--- config.mk ---
export PLATFORM = sky130hd
export DESIGN_NAME = can_node_presence_monitor
export DESIGN_NICKNAME = d
export VERILOG_FILES = /design/src/rtl/cnpm_pkg.sv /design/src/rtl/cnpm_ctrl.sv /design/src/rtl/cnpm_datapath.sv /design/src/rtl/can_node_presence_monitor.sv
export SDC_FILE = /design/constraint.sdc
export NUM_CORES = 1
export LEC_CHECK = 0
export ABC_AREA = 0
export BUFFER_PORTS_ARGS = -buffer_cell sky130_fd_sc_hd__buf_2
export CAP_MARGIN = 40
export CORE_ASPECT_RATIO = 0.8
export CORE_UTILIZATION = 60
export DETAILED_ROUTE_END_ITERATION = 10
export PLACE_DENSITY = 0.8
export SYNTH_ARGS = -nofsm -noshare
export SYNTH_HDL_FRONTEND = slang
export SYNTH_SLANG_ARGS = --single-unit
--- constraint.sdc ---
create_clock -name clk -period 6.8 [get_ports clk]
set_clock_uncertainty 0.05 [all_clocks]
set_input_delay 1.7 -clock clk [delete_from_list [all_inputs] [get_ports clk]]
set_output_delay 1.7 -clock clk [all_outputs]
set_load 0.02 [all_outputs]
--- src/rtl/cnpm_pkg.sv ---
// ----------------------------------------------------------------------------
// cnpm_pkg: shared types and constants for the CAN node presence monitor
// Node table size, register indexes, frame classes and the command/status
// bundles between the controller and the datapath.
// ----------------------------------------------------------------------------
package cnpm_pkg;

	localparam int NODE_COUNT = 8;
	localparam int IDX_W      = (NODE_COUNT > 1) ? $clog2(NODE_COUNT) : 1;
	localparam int TS_W       = 32;
	localparam int ID_W       = 11;
	localparam int MASK_W     = 8;
	localparam int CLS_W      = 2;
	localparam int CFG_IDX_W  = 2;
	localparam int CFG_DATA_W = 32;

	localparam logic [TS_W-1:0] FAST_TIMEOUT_RST   = 32'd5000;
	localparam logic [TS_W-1:0] SLOW_TIMEOUT_RST   = 32'd2000000;
	localparam logic [TS_W-1:0] STATUS_TIMEOUT_RST = 32'd5000000;

	localparam logic [2:0] GRP_HIGH     = 3'h1;
	localparam logic [2:0] GRP_LOW      = 3'h3;
	localparam logic [6:0] GRP_TP_FIRST = 7'h71;
	localparam logic [6:0] GRP_TP_OTHER = 7'h73;

	typedef enum logic [CLS_W-1:0] {
		CLS_NONE      = 2'd0,
		CLS_HIGH      = 2'd1,
		CLS_LOW       = 2'd2,
		CLS_TRANSPORT = 2'd3
	} frame_class_t;

	typedef enum logic [CFG_IDX_W-1:0] {
		REG_GATEWAY_MODE   = 2'd0,
		REG_FAST_TIMEOUT   = 2'd1,
		REG_SLOW_TIMEOUT   = 2'd2,
		REG_STATUS_TIMEOUT = 2'd3
	} cfg_reg_t;

	typedef enum logic [3:0] {
		ST_IDLE  = 4'b0001,
		ST_FRAME = 4'b0010,
		ST_SWEEP = 4'b0100,
		ST_DONE  = 4'b1000
	} ctl_state_t;

	typedef struct packed {
		logic load;
		logic frame;
		logic sweep;
		logic emit;
	} dp_cmd_t;

	typedef struct packed {
		logic kind;
		logic sweep_last;
		logic out_full;
	} dp_status_t;

endpackage

--- src/rtl/cnpm_ctrl.sv ---
// ----------------------------------------------------------------------------
// cnpm_ctrl: sequencing controller
// Accepts an item, runs one frame update or a node-by-node sweep, then hands
// the result to the output register once it is free.
// ----------------------------------------------------------------------------
module cnpm_ctrl (
	input  logic                 clk,
	input  logic                 arst_n,
	input  logic                 in_valid,
	output logic                 in_ready,
	input  logic                 out_ready,
	input  cnpm_pkg::dp_status_t status,
	output cnpm_pkg::dp_cmd_t    cmd
);
	import cnpm_pkg::*;

	ctl_state_t state_q, state_d;

	always_comb begin
		state_d  = state_q;
		cmd      = '0;
		in_ready = 1'b0;
		case (state_q)
			ST_IDLE: begin
				in_ready = 1'b1;
				if (in_valid) begin
					cmd.load = 1'b1;
					state_d  = status.kind ? ST_SWEEP : ST_FRAME;
				end
			end
			ST_FRAME: begin
				cmd.frame = 1'b1;
				state_d   = ST_DONE;
			end
			ST_SWEEP: begin
				cmd.sweep = 1'b1;
				if (status.sweep_last)
					state_d = ST_DONE;
			end
			ST_DONE: begin
				if (!status.out_full || out_ready) begin
					cmd.emit = 1'b1;
					state_d  = ST_IDLE;
				end
			end
			default: begin
				state_d = ST_IDLE;
			end
		endcase
	end

	always_ff @(posedge clk or negedge arst_n) begin
		if (!arst_n)
			state_q <= ST_IDLE;
		else
			state_q <= state_d;
	end

endmodule

--- src/rtl/cnpm_datapath.sv ---
// ----------------------------------------------------------------------------
// cnpm_datapath: node table, configuration registers and result register
// Decodes frames, applies timeouts one node per sweep step and builds masks.
// ----------------------------------------------------------------------------
module cnpm_datapath (
	input  logic                           clk,
	input  logic                           arst_n,
	input  logic                           cfg_valid,
	input  logic [cnpm_pkg::CFG_IDX_W-1:0] cfg_index,
	input  logic [cnpm_pkg::CFG_DATA_W-1:0] cfg_data,
	input  logic                           kind,
	input  logic [cnpm_pkg::ID_W-1:0]      can_id,
	input  logic [cnpm_pkg::TS_W-1:0]      now_us,
	input  logic                           out_ready,
	output logic                           out_valid,
	output logic [cnpm_pkg::CLS_W-1:0]     frame_class,
	output logic [cnpm_pkg::MASK_W-1:0]    online_mask,
	output logic [cnpm_pkg::MASK_W-1:0]    status_valid_mask,
	output logic [cnpm_pkg::MASK_W-1:0]    went_online_mask,
	output logic [cnpm_pkg::MASK_W-1:0]    went_offline_mask,
	input  cnpm_pkg::dp_cmd_t              cmd,
	output cnpm_pkg::dp_status_t           status
);
	import cnpm_pkg::*;

	logic             gateway_q;
	logic [TS_W-1:0]  fast_to_q, slow_to_q, status_to_q;

	logic [ID_W-1:0]  id_q;
	logic [TS_W-1:0]  now_q;
	logic [IDX_W-1:0] sweep_idx_q;
	frame_class_t     cls_q;
	logic [NODE_COUNT-1:0] up_q, down_q;

	logic [NODE_COUNT-1:0] online_q, fast_q, st_valid_q;
	logic [TS_W-1:0]       last_seen_q   [NODE_COUNT];
	logic [TS_W-1:0]       last_status_q [NODE_COUNT];

	logic             out_valid_q;
	logic [CLS_W-1:0] cls_out_q;
	logic [MASK_W-1:0] online_out_q, status_out_q, up_out_q, down_out_q;

	frame_class_t     frame_cls;
	logic [3:0]       nibble;
	logic             in_range, mark;
	logic [IDX_W-1:0] fidx;
	logic [TS_W-1:0]  limit, seen_age, status_age;
	logic             seen_expired, status_expired;

	always_comb begin
		nibble = id_q[3:0];
		fidx   = nibble[IDX_W-1:0];
		in_range = {1'b0, nibble} < 5'(NODE_COUNT);
		if (id_q[10:8] == GRP_HIGH)
			frame_cls = CLS_HIGH;
		else if (id_q[10:8] == GRP_LOW)
			frame_cls = CLS_LOW;
		else if (gateway_q && (id_q[10:4] == GRP_TP_FIRST || id_q[10:4] == GRP_TP_OTHER))
			frame_cls = CLS_TRANSPORT;
		else
			frame_cls = CLS_NONE;
		mark = (frame_cls != CLS_NONE) && in_range;

		limit          = fast_q[sweep_idx_q] ? fast_to_q : slow_to_q;
		seen_age       = now_q - last_seen_q[sweep_idx_q];
		status_age     = now_q - last_status_q[sweep_idx_q];
		seen_expired   = online_q[sweep_idx_q] && (seen_age > limit);
		status_expired = st_valid_q[sweep_idx_q] && (status_age > status_to_q);
	end

	assign status.kind       = kind;
	assign status.sweep_last = (sweep_idx_q == IDX_W'(NODE_COUNT - 1));
	assign status.out_full   = out_valid_q;

	always_ff @(posedge clk or negedge arst_n) begin
		if (!arst_n) begin
			gateway_q   <= 1'b0;
			fast_to_q   <= FAST_TIMEOUT_RST;
			slow_to_q   <= SLOW_TIMEOUT_RST;
			status_to_q <= STATUS_TIMEOUT_RST;
			sweep_idx_q <= '0;
			cls_q       <= CLS_NONE;
			up_q        <= '0;
			down_q      <= '0;
			online_q    <= '0;
			fast_q      <= '0;
			st_valid_q  <= '0;
			out_valid_q <= 1'b0;
			for (int i = 0; i < NODE_COUNT; i++) begin
				last_seen_q[i]   <= '0;
				last_status_q[i] <= '0;
			end
		end else begin
			if (cfg_valid) begin
				case (cfg_reg_t'(cfg_index))
					REG_GATEWAY_MODE:   gateway_q   <= cfg_data[0];
					REG_FAST_TIMEOUT:   fast_to_q   <= cfg_data;
					REG_SLOW_TIMEOUT:   slow_to_q   <= cfg_data;
					REG_STATUS_TIMEOUT: status_to_q <= cfg_data;
					default: ;
				endcase
			end

			if (cmd.load) begin
				sweep_idx_q <= '0;
				cls_q       <= CLS_NONE;
				up_q        <= '0;
				down_q      <= '0;
			end

			if (cmd.frame) begin
				cls_q <= frame_cls;
				if (mark) begin
					last_seen_q[fidx] <= now_q;
					if (frame_cls == CLS_HIGH)
						fast_q[fidx] <= 1'b1;
					else if (!online_q[fidx])
						fast_q[fidx] <= 1'b0;
					if (!online_q[fidx]) begin
						online_q[fidx] <= 1'b1;
						up_q[fidx]     <= 1'b1;
					end
					if (frame_cls == CLS_LOW) begin
						last_status_q[fidx] <= now_q;
						st_valid_q[fidx]    <= 1'b1;
					end
				end
			end

			if (cmd.sweep) begin
				if (seen_expired) begin
					online_q[sweep_idx_q] <= 1'b0;
					fast_q[sweep_idx_q]   <= 1'b0;
					down_q[sweep_idx_q]   <= 1'b1;
				end
				if (status_expired)
					st_valid_q[sweep_idx_q] <= 1'b0;
				if (!status.sweep_last)
					sweep_idx_q <= sweep_idx_q + 1'b1;
			end

			if (cmd.emit)
				out_valid_q <= 1'b1;
			else if (out_ready)
				out_valid_q <= 1'b0;
		end
	end

	always_ff @(posedge clk) begin
		if (cmd.load) begin
			id_q  <= can_id;
			now_q <= now_us;
		end
		if (cmd.emit) begin
			cls_out_q    <= cls_q;
			online_out_q <= MASK_W'(online_q);
			status_out_q <= MASK_W'(st_valid_q);
			up_out_q     <= MASK_W'(up_q);
			down_out_q   <= MASK_W'(down_q);
		end
	end

	assign out_valid         = out_valid_q;
	assign frame_class       = cls_out_q;
	assign online_mask       = online_out_q;
	assign status_valid_mask = status_out_q;
	assign went_online_mask  = up_out_q;
	assign went_offline_mask = down_out_q;

endmodule

--- src/rtl/can_node_presence_monitor.sv ---
// ----------------------------------------------------------------------------
// can_node_presence_monitor: CAN remote node liveness tracker
// Tracks online state, timeouts and status freshness of a small node table.
// ----------------------------------------------------------------------------
// Frame item: the input is loaded, the frame update runs in ST_FRAME, and ST_DONE
//   hands the result to the output register once it is free; the next item is taken in ST_IDLE.
// Tick item: one node per cycle over NODE_COUNT nodes in ST_SWEEP, then ST_DONE hands
//   the result to the output register once it is free; the next item is taken in ST_IDLE.
// Input is taken while an earlier result still waits in the output register.
// Reset clears the node table and loads the default timeouts.
module can_node_presence_monitor (
	input  logic                            clk,
	input  logic                            arst_n,
	input  logic                            cfg_valid,
	output logic                            cfg_ready,
	input  logic [cnpm_pkg::CFG_IDX_W-1:0]  cfg_index,
	input  logic [cnpm_pkg::CFG_DATA_W-1:0] cfg_data,
	input  logic                            in_valid,
	output logic                            in_ready,
	input  logic                            kind,
	input  logic [cnpm_pkg::ID_W-1:0]       can_id,
	input  logic [cnpm_pkg::TS_W-1:0]       now_us,
	output logic                            out_valid,
	input  logic                            out_ready,
	output logic [cnpm_pkg::CLS_W-1:0]      frame_class,
	output logic [cnpm_pkg::MASK_W-1:0]     online_mask,
	output logic [cnpm_pkg::MASK_W-1:0]     status_valid_mask,
	output logic [cnpm_pkg::MASK_W-1:0]     went_online_mask,
	output logic [cnpm_pkg::MASK_W-1:0]     went_offline_mask
);
	import cnpm_pkg::*;

	dp_cmd_t    cmd;
	dp_status_t status;

	assign cfg_ready = 1'b1;

	cnpm_ctrl u_ctrl (
		.clk       (clk),
		.arst_n    (arst_n),
		.in_valid  (in_valid),
		.in_ready  (in_ready),
		.out_ready (out_ready),
		.status    (status),
		.cmd       (cmd)
	);

	cnpm_datapath u_datapath (
		.clk               (clk),
		.arst_n            (arst_n),
		.cfg_valid         (cfg_valid),
		.cfg_index         (cfg_index),
		.cfg_data          (cfg_data),
		.kind              (kind),
		.can_id            (can_id),
		.now_us            (now_us),
		.out_ready         (out_ready),
		.out_valid         (out_valid),
		.frame_class       (frame_class),
		.online_mask       (online_mask),
		.status_valid_mask (status_valid_mask),
		.went_online_mask  (went_online_mask),
		.went_offline_mask (went_offline_mask),
		.cmd               (cmd),
		.status            (status)
	);

endmodule

==> results of run 1 <==
-- metrics by stage --
step,util [%],hold WS [ns],setup WS (ns),cells,total power (W)
3_3_place_gp,64.4,0.385,-0.0454,3498,0.00776
2_1_floorplan,-,0.375,0.649,2694,0.00688
5_1_grt,68.6,0.418,-0.0440,3633,0.0124
4_1_cts,68.5,0.409,0.0921,3631,0.0119
6_report,68.6,0.407,0.148,3633,0.0119
3_5_place_dp,64.4,0.386,0.0333,3500,0.00790
-- area by class of cell --
type | instances | area (um2)
multi-input cells | 1732 | 15500
repair buffers | 215 | 1520
flip-flops and latches | 735 | 18800
clock inverters | 23 | 244
well taps | 760 | 951
clock buffers | 108 | 2100
fillers | 3847 | 18000
inverters | 60 | 229
-- final timing paths --
kind,from,end,slack (ns),cells past startpoint
max in group asynchronous,arst_n,u_datapath.last_seen_q[102],4.06,2
worst min register to register,u_datapath.up_q[3],u_datapath.went_online_mask[3],0.41,0
worst min-delay path,u_datapath.up_q[3],u_datapath.went_online_mask[3],0.41,0
worst max register to register,u_datapath.sweep_idx_q[1],u_datapath.down_q[5],0.15,30
min in group asynchronous,arst_n,u_datapath.last_seen_q[29],1.15,1
worst max-delay path,u_datapath.sweep_idx_q[1],u_datapath.down_q[5],0.15,30
-- power by group --
group / switching [W] / leakage (nW) / internal, W
Sequential: 0.000410 / 9.66 / 0.00480
Clock: 0.00171 / 1.15 / 0.00226
Combinational: 0.00161 / 7.48 / 0.00111
Total: 0.00373 / 18.3 / 0.00817
-- sequential cells by signal, indices dropped and copies added, names as in the netlist, 8 cells and up --
| name | cells |
|---|---|
| u_datapath.online_q | 8 |
| u_datapath.id_q | 10 |
| u_datapath.online_mask | 8 |
| u_datapath.status_to_q | 32 |
| u_datapath.up_q | 8 |
| u_datapath.last_status_q | 256 |
| u_datapath.fast_to_q | 32 |
| u_datapath.last_seen_q | 256 |
| u_datapath.st_valid_q | 8 |
| u_datapath.went_online_mask | 8 |
| u_datapath.status_valid_mask | 8 |
| u_datapath.now_q | 32 |
| u_datapath.fast_q | 8 |
| u_datapath.went_offline_mask | 8 |
| u_datapath.slow_to_q | 32 |
| u_datapath.down_q | 8 |
-- logic make-up after synthesis --
| family | Yosys count | synth area share [%] |
|---|---|---|
| multiplexers | 666 | 21.4 |
| buffers and inverters | 227 | 2.73 |
| other | 1 | 0.0107 |
| AO/OA/AOI/OAI | 559 | 11.3 |
| AND/OR/NAND/NOR | 317 | 4.82 |
| XOR/XNOR | 57 | 1.42 |
| flip-flops | 735 | 53.6 |
| adder cells (fa/ha/maj) | 132 | 4.75 |
-- critical path, delay by kind of cell, from the launching register on --
kind                     cells  cell delay (ns)
AND/OR/NAND/NOR              7             1.09
AO/OA/AOI/OAI               12             2.70
flip-flops                   1             0.42
adder cells (fa/ha/maj)      3             0.79
buffers and inverters        8             1.43
-- repair_timing --
| action | 4_1_cts | 5_1_grt |
|---|---|---|
| pin swaps | 0 | 2 |
| gates resized for setup | 1 | 12 |
| endpoints found under the setup margin | 5 | 32 |
| buffers inserted | 0 | 2 |
-- synthesized netlist by cell type, drive strengths merged, types with 8 or more instances --
cell    instances
nand2b         15
nand4          18
clkbuf        107
a22oi         133
xnor2          43
o21a           24
nor2b          21
nor3           20
nor2           80
inv            60
a22o           54
and3           51
a21oi          98
buf            60
edfxtp         76
ha            130
dfstp          21
a21o           53
xor2           14
a31oi          13
nand3          23
a221oi         57
mux2          614
dfrtp         638
o21ai          66
and4            8
nand2          60
mux2i          45
-- layer usage --
metal	track usage, %	vias to the layer above	wire length (um)
met5	0	-	0
met4	13.6	0	3740
met3	5.89	206	6900
met2	53.0	980	45500
met1	42.8	12500	37900
li1	-	10300	-
==> results.yml, run 1 <==
detailed_routing:
  drc: 0
  wl_mm: 94.1
  avgViaCountPerCell: 6.61
  drtIter0Drc: 2587
  first_pass_iters: 5
  ant_nets: 0
  wl_per_cell_um: 25.9
  vias: 24000
synthesis:
  synth_area_leaders: "dfrtp_1, mux2_2, edfxtp_1"
  ys.warnings.count: 0
  syn_nets: 2909
  synth_top_area_share_pct: 45.5
  synth_edf_count: 76
  synthFlopType: "dfrtp_1"
  synthArstFlopShare_pct: 89.7
  yosysTopAreaCell: "dfrtp_1"
  ys_types: 72
  avgSynthCellArea_um2: 13.0
  yosysSeqAreaShare_pct: 53.6
  ys_ff_latch: 735
  syn_inst: 2694
  syn_area_um2: 35100
critical_path:
  critPathMostFrequentCell: "buf_4"
  crit_slowest_cell: "dfrtp_1"
  worstPathArrival_ns: 7.11
  crit_path_start_kind: "flop"
  cpPeakStageDelay_ns: 0.42
  cp-end-kind: "flop"
  cp_max_fo: 24
  crit_type: "flop to flop"
  required_ns: 7.26
power_and_ir_drop:
  leakage_nw: 18.3
  power.density_nw_per_um2: 303
  ir_worst_vdd_v: 0.000212
cts:
  clkTransAtPathRegs_ns: 0.07
  clock_path_buffers: 3
  clock-root-buffer: "clkbuf_16"
  cts.sinks: 735
  cts_tree: "yes"
  numCtsBuffers: 72
  cts_hold_buf: 0
  worstSkewPairLatency_ns: 0.64
  cts_htree_levels: 3
sta:
  period_needed_ns: 6.65
  fmax_ghz: 0.150
  maxSlewHeadroom_pct: 32.5
  tightest_slew_ns: 1.01
  slew_violations: 0
  fin_tns_setup_ns: 0
  period_share_pct: 97.8
  final-hold-violation-count: 0
  setup_viol: 0
finish:
  drive_above_1_share_pct: 35.1
  num_antenna_cells: 0
  syn_to_final_growth_pct: 12.0
  finalInstanceArea_um2: 39300
  final_common_cell: "dfrtp_1"
  fin_nets: 3031
  layout_common_cells: "dfrtp_1, mux2_2, a22oi_1, ha_1, buf_2"
grt:
  grt_pass1_vias: 25100
  grt_max_degree: 167
  gr-total-overflow: 0
  grt_pass1_wl_mm: 147
  antenna_found_initial: 0
  grt_usage_pct: 32.4
place:
  routabilityCongestion: 0.904
  io_buffers: 117
  dpl.hpwl_mm: 59.8
  dpl_cell_area_um2: 36900
floorplan:
  start_util_pct: 61.3
  dieArea_um2: 59500
  chipHeight_um: 218
  die_x_um: 272
  ios: 120
  core_area_um2: 57300
  std_cell_rows: 78
hold_path:
  min_path_type: "flop to flop"
outcome:
  status: "finished clean"
job:
  max-cap-violations: 0
No activity file was read; power rests on OpenSTA's default activity.
==> run 2: changes to the inputs <==
Settings changed: BUFFER_PORTS_ARGS -buffer_cell sky130_fd_sc_hd__buf_2 to -buffer_cell sky130_fd_sc_hd__buf_4.
==> run 2 against run 1 <==
Compared with the run above:
- sequential power is essentially flat
- clock-buffer cell count decreased by 8
- critical endpoint is now u_datapath.down_q[0]
- sequential share of layout area is 0.40 points lower
- highest routed layer unchanged
- routed wire length grew 1.2%
- critical path depth fell by 2
- via count hardly changed
- flip-flop and latch count stayed put
- setup slack improved by 0.0063 ns
- fmax about the same
==> results.yml, run 2 (synthesis results as in run 1) <==
detailed_routing:
  wl_mm: 95.2
  first_pass_iters: 6
  avgViaCountPerCell: 6.61
  ant_nets: 0
  vias: 24000
  drc: 0
  drtIter0Drc: 2321
  wl_per_cell_um: 26.2
place:
  routabilityCongestion: 0.916
  dpl.hpwl_mm: 59.8
  io_buffers: 117
floorplan:
  std_cell_rows: 78
  dieArea_um2: 59500
  start_util_pct: 61.3
  die_x_um: 272
  chipHeight_um: 218
  core_area_um2: 57300
  ios: 120
critical_path:
  cpPeakStageDelay_ns: 0.54
  critPathMostFrequentCell: "a21oi_1"
  crit_type: "flop to flop"
  cp_max_fo: 24
  crit_path_start_kind: "flop"
  required_ns: 7.24
  worstPathArrival_ns: 7.09
  cp-end-kind: "flop"
  crit_slowest_cell: "dfrtp_1"
grt:
  grt_util_met1_pct: 43.6
  grt_pass1_wl_mm: 146
  grt_pass1_vias: 24700
  antenna_found_initial: 0
  grt_max_degree: 186
  grtUsageMet3_pct: 5.66
  grt_usage_pct: 32.5
  busiest_layer: "met2"
  gr-total-overflow: 0
  grt_use_met2_pct: 52.6
sta:
  setup_viol: 0
  period_share_pct: 97.7
  rsz0062_at_grt: "false"
  final-hold-violation-count: 0
  fin_tns_setup_ns: 0
  slew_violations: 0
  period_needed_ns: 6.65
  maxSlewHeadroom_pct: 29.9
  tightest_slew_ns: 1.05
  fmax_ghz: 0.150
hold_path:
  min_path_type: "flop to flop"
cts:
  clock-root-buffer: "clkbuf_16"
  cts.sinks: 735
  cts_hold_buf: 0
  clkTransAtPathRegs_ns: 0.07
  clock_path_buffers: 3
  cts_tree: "yes"
  numCtsBuffers: 72
  cts_htree_levels: 3
  worstSkewPairLatency_ns: 0.63
power_and_ir_drop:
  power.density_nw_per_um2: 303
  ir_worst_vdd_v: 0.000260
  leakage_nw: 18.4
job:
  max-cap-violations: 0
finish:
  final_common_cell: "dfrtp_1"
  fin_util_pct: 69.2
  syn_to_final_growth_pct: 12.9
  fin_nets: 3031
  top_regs: "u_datapath.last_seen_q: 256 flops, u_datapath.last_status_q: 256 flops"
  layout_common_cells: "dfrtp_1, mux2_2, buf_4, a22oi_1, ha_1"
  drive_above_1_share_pct: 35.6
  num_antenna_cells: 0
outcome:
  status: "finished clean"
run 2: changes by cell type in the layout (fill, tap and decap cells not counted), sizes merged:
cell	change
buf	-1
clkinv	-1
inv	+4
clkbuf	-7
clkinvlp	+3
run 2: through the flow:
| stage | worst slack [ns] | instance area (um2) | total power (W) | cells | hold slack (ns) |
|---|---|---|---|---|---|
| finish | 0.154 | 39600 | 0.0120 | 3631 | 0.396 |
| global route | 0.0245 | 39600 | 0.0125 | 3631 | 0.402 |
| CTS | 0.0166 | 39500 | 0.0119 | 3627 | 0.396 |
| detailed placement | 0.0625 | 37200 | 0.00795 | 3498 | 0.385 |
| global placement | 0.0945 | 37100 | 0.00777 | 3493 | 0.385 |
| floorplan | 0.649 | 35100 | 0.00688 | 2694 | 0.375 |
run 2: final timing paths:
kind                                                    to  slack (ns)  cells after the start                      start
max in group asynchronous       u_datapath.last_seen_q[34]        4.15                      2                     arst_n
min in group asynchronous     u_datapath.last_status_q[89]        1.05                      1                     arst_n
hold / removal             u_datapath.went_offline_mask[2]        0.40                      0       u_datapath.down_q[2]
setup reg to reg                      u_datapath.down_q[0]        0.15                     28  u_datapath.sweep_idx_q[2]
hold reg to reg            u_datapath.went_offline_mask[2]        0.40                      0       u_datapath.down_q[2]
setup / recovery                      u_datapath.down_q[0]        0.15                     28  u_datapath.sweep_idx_q[2]
run 2: worst max-delay path, delay by kind of cell, from the launching register on:
family | cells | cell delay, ns
adders and majority gates | 3 | 0.91
and+or+nand+nor | 4 | 0.88
buffers and inverters | 4 | 0.62
xor gates and xnor gates | 1 | 0.18
DFF | 1 | 0.54
AOI/OAI and AO/OA | 16 | 3.32
run 2: repair_timing:
action | CTS | global route
pin swaps | 0 | 2
gates cloned | 0 | 1
resized for setup | 1 | 20
setup buffers | 0 | 3
setup endpoints to repair | 6 | 32
run 2: routing by layer:
layer | wire [um] | part of all wire (%)
met5 | 0 | 0
met4 | 4080 | 4.3
met3 | 6720 | 7.1
met2 | 45400 | 48
met1 | 39000 | 41
run 2: report_power, final:
group / total (W) / leakage [nW] / internal (W) / switching (W)
logic: 0.00281 / 7.59 / 0.00115 / 0.00166
clock network: 0.00397 / 1.15 / 0.00224 / 0.00173
registers: 0.00521 / 9.66 / 0.00480 / 0.000411
total: 0.0120 / 18.4 / 0.00819 / 0.00380
run 2: final cells by class:
type	instances	area (um2)
Clock buffer	100	2050
Tap cell	760	951
Timing Repair Buffer	215	1830
Sequential cell	735	18800
Multi-Input combinational cell	1732	15500
Clock inverter	29	280
Fill cell	3838	17600
Inverter	60	229
==> run 3: changes to the inputs <==
Settings changed: CAP_MARGIN 40 to unset, SYNTH_HIERARCHICAL set to 1.
==> run 3 against run 2 <==
Compared with the run above:
- core utilization decreased by 0.70 points
- first-iteration DRC count shrank 0.90%
- setup slack improved by 0.097 ns
- die area is 5.0% higher
- sequential share of layout area is 1.8 points lower
- highest routed layer unchanged
==> results.yml, run 3 <==
synthesis:
  yosysMostFrequentCell: "mux2_2"
  synth_area_leaders: "dfrtp_1, mux2_2, edfxtp_1"
  synth_edf_count: 76
  avgSynthCellArea_um2: 12.8
  syn_inst: 2890
  ys.warnings.count: 6
  synthAdderAreaFrac_pct: 4.52
  synth_top_area_share_pct: 43.3
  yosysTopAreaCell: "dfrtp_1"
  ys_types: 93
  yosysSeqAreaShare_pct: 51.0
  synth_top_family_by_area: "multiplexers"
  syn_nets: 3105
  synth_simple_gate_area_share_pct: 5.00
  syn_area_um2: 36900
  synth_common_cells: "mux2_2, dfrtp_1, nor2_1"
  synth_compound_area_share_pct: 9.23
  ys_ff_latch: 735
  synth-xor-area-share_pct: 1.40
  synthFlopType: "dfrtp_1"
  synthArstFlopShare_pct: 89.7
  synth_mux_area_share_pct: 25.7
detailed_routing:
  route.met2.wl_mm: 43.5
  avgViaCountPerCell: 6.41
  wl_mm: 96.2
  vias: 24600
  wl_per_cell_um: 25.1
  first_pass_iters: 6
  drtIter0Drc: 2300
  ant_nets: 0
  wl_met3_mm: 7.43
  dr.max_layer_used: "met4"
  drc: 0
  wirelength_met1_mm: 42.7
critical_path:
  reg2reg_from: "u_datapath/sweep_idx_q[0]"
  required_ns: 7.27
  crit_path_start_kind: "flop"
  crit_type: "flop to flop"
  rrSetupSlack_ns: 0.25
  startpoint: "u_datapath/sweep_idx_q[0]"
  r2r_cells: 21
  cp-end-kind: "flop"
  worstPathArrival_ns: 7.02
  rr_endpoint: "u_datapath/online_q[5]"
  cp_max_fo: 36
  endpoint: "u_datapath/online_q[5]"
sta:
  period_needed_ns: 6.55
  setup_viol: 0
  tightest_slew_ns: 1.38
  final-hold-violation-count: 0
  fmax_ghz: 0.153
  slew_violations: 0
  maxSlewHeadroom_pct: 7.81
  period_share_pct: 96.3
  rsz0062_at_grt: "false"
  fin_tns_setup_ns: 0
floorplan:
  ios: 120
  chipHeight_um: 224
  dieArea_um2: 62400
  start_util_pct: 61.3
  die_x_um: 279
  std_cell_rows: 80
  core_area_um2: 60200
finish:
  layout_common_cells: "mux2_2, dfrtp_1, nor2_1, buf_4, ha_1"
  fill_cells: 4041
  finalInstanceArea_um2: 41200
  final_common_cell: "mux2_2"
  fin_nets: 3177
  top_regs: "u_datapath/last_seen_q: 256 flops, u_datapath/last_status_q: 256 flops"
  final_cells: 3841
  num_antenna_cells: 0
  drive_above_1_share_pct: 37.1
  syn_to_final_growth_pct: 11.8
power_and_ir_drop:
  power.switching_w: 0.00377
  swShare_pct: 30.9
  combPwrFrac_pct: 22.8
  p_seq_share_pct: 42.3
  leakage_nw: 19.2
  p_int_w: 0.00845
  power.density_nw_per_um2: 297
  ir_worst_vdd_v: 0.000216
  clkPwrFrac_pct: 34.9
cts:
  numCtsBuffers: 73
  cts_htree_levels: 3
  cts_resized: 0
  clkTransAtPathRegs_ns: 0.07
  cts.sinks: 735
  post_cts_buffers: 0
  worstSkewPairLatency_ns: 0.65
  cts_hold_buf: 0
  clock_path_buffers: 3
  clock-root-buffer: "clkbuf_16"
  cts_tree: "yes"
outcome:
  status: "finished clean"
grt:
  grt_pass1_vias: 25500
  grt_usage_pct: 31.2
  grt_max_degree: 165
  grt_pass1_wl_mm: 149
  gr-total-overflow: 0
  antenna_found_initial: 0
place:
  routabilityCongestion: 0.977
  dpl_cell_area_um2: 38600
  placed_cells: 3707
  io_buffers: 117
  dpl.hpwl_mm: 59.6
hold_path:
  hold_depth: 0
  min_path_type: "flop to flop"
job:
  max-cap-violations: 0
run 3: logic make-up after synthesis:
kind of cell	after synthesis
muxes	842
AOI/OAI and AO/OA	478
DFF	735
adders and majority gates	132
xor gates and xnor gates	59
buffers and inverters	255
and+or+nand+nor	388
other	1
run 3: layout make-up:
type | count | area (um2) | area share (%)
Multi-Input combinational cell | 1900 | 17000 | 41.3
Tap cell | 820 | 1030 | 2.49
Inverter | 66 | 248 | 0.601
Clock buffer | 101 | 2090 | 5.08
Timing Repair Buffer | 186 | 1540 | 3.74
Clock inverter | 33 | 479 | 1.16
Sequential cell | 735 | 18800 | 45.6
run 3: critical path, stage by stage, from the launching register on:
cell	delay (ns)
dfrtp_4	0.90
buf_4	0.51
mux2_2	0.38
a22oi_1	0.14
o22ai_1	0.09
nor2_1	0.23
ha_1	0.33
a21o_1	0.22
a21oi_1	0.14
o21bai_1	0.12
or3_1	0.38
a211oi_2	0.28
nor4_2	0.10
nor3_2	0.20
o21ai_2	0.13
xnor2_1	0.15
ha_1	0.32
nand4_1	0.21
nor4_2	0.44
a221oi_2	0.13
a311o_4	0.49
o32a_2	0.41
run 3: stage by stage:
| stage | hold WS (ns) | utilization, % | total power, W | setup slack [ns] |
|---|---|---|---|---|
| 2_1_floorplan | 0.375 | - | 0.00699 | 0.670 |
| 3_3_place_gp | 0.383 | 64.2 | 0.00778 | 0.618 |
| 3_5_place_dp | 0.386 | 64.2 | 0.00794 | 0.539 |
| 4_1_cts | 0.402 | 68.5 | 0.0122 | 0.439 |
| 5_1_grt | 0.409 | 68.5 | 0.0127 | 0.0856 |
| 6_report | 0.400 | 68.5 | 0.0122 | 0.251 |
run 3: per-layer routing:
layer,global-route usage [%],vias up
li1,-,10700
met1,46.0,12700
met2,48.1,1040
met3,4.79,191
met4,9.27,0
met5,0,-
run 3: how the worst min path moves through the flow:
stage | startpoint | to | slack (ns)
final | u_datapath/up_q[5] | u_datapath/went_online_mask[5] | 0.40
after global routing | u_datapath/up_q[5] | u_datapath/went_online_mask[5] | 0.41
after CTS | u_datapath/up_q[5] | u_datapath/went_online_mask[5] | 0.40
after detailed placement | u_datapath/up_q[0] | u_datapath/went_online_mask[0] | 0.39
after global placement | u_datapath/up_q[0] | u_datapath/went_online_mask[0] | 0.38
after floorplan | u_datapath/down_q[6] | u_datapath/went_offline_mask[6] | 0.37
run 3: power by group through the flow:
stage / clock, W / combinational [W] / sequential (W)
2_1_floorplan: 0 / 0.00192 / 0.00507
3_3_place_gp: 0 / 0.00258 / 0.00520
3_5_place_dp: 0 / 0.00270 / 0.00524
4_1_cts: 0.00432 / 0.00273 / 0.00516
5_1_grt: 0.00449 / 0.00300 / 0.00521
6_report: 0.00426 / 0.00279 / 0.00518
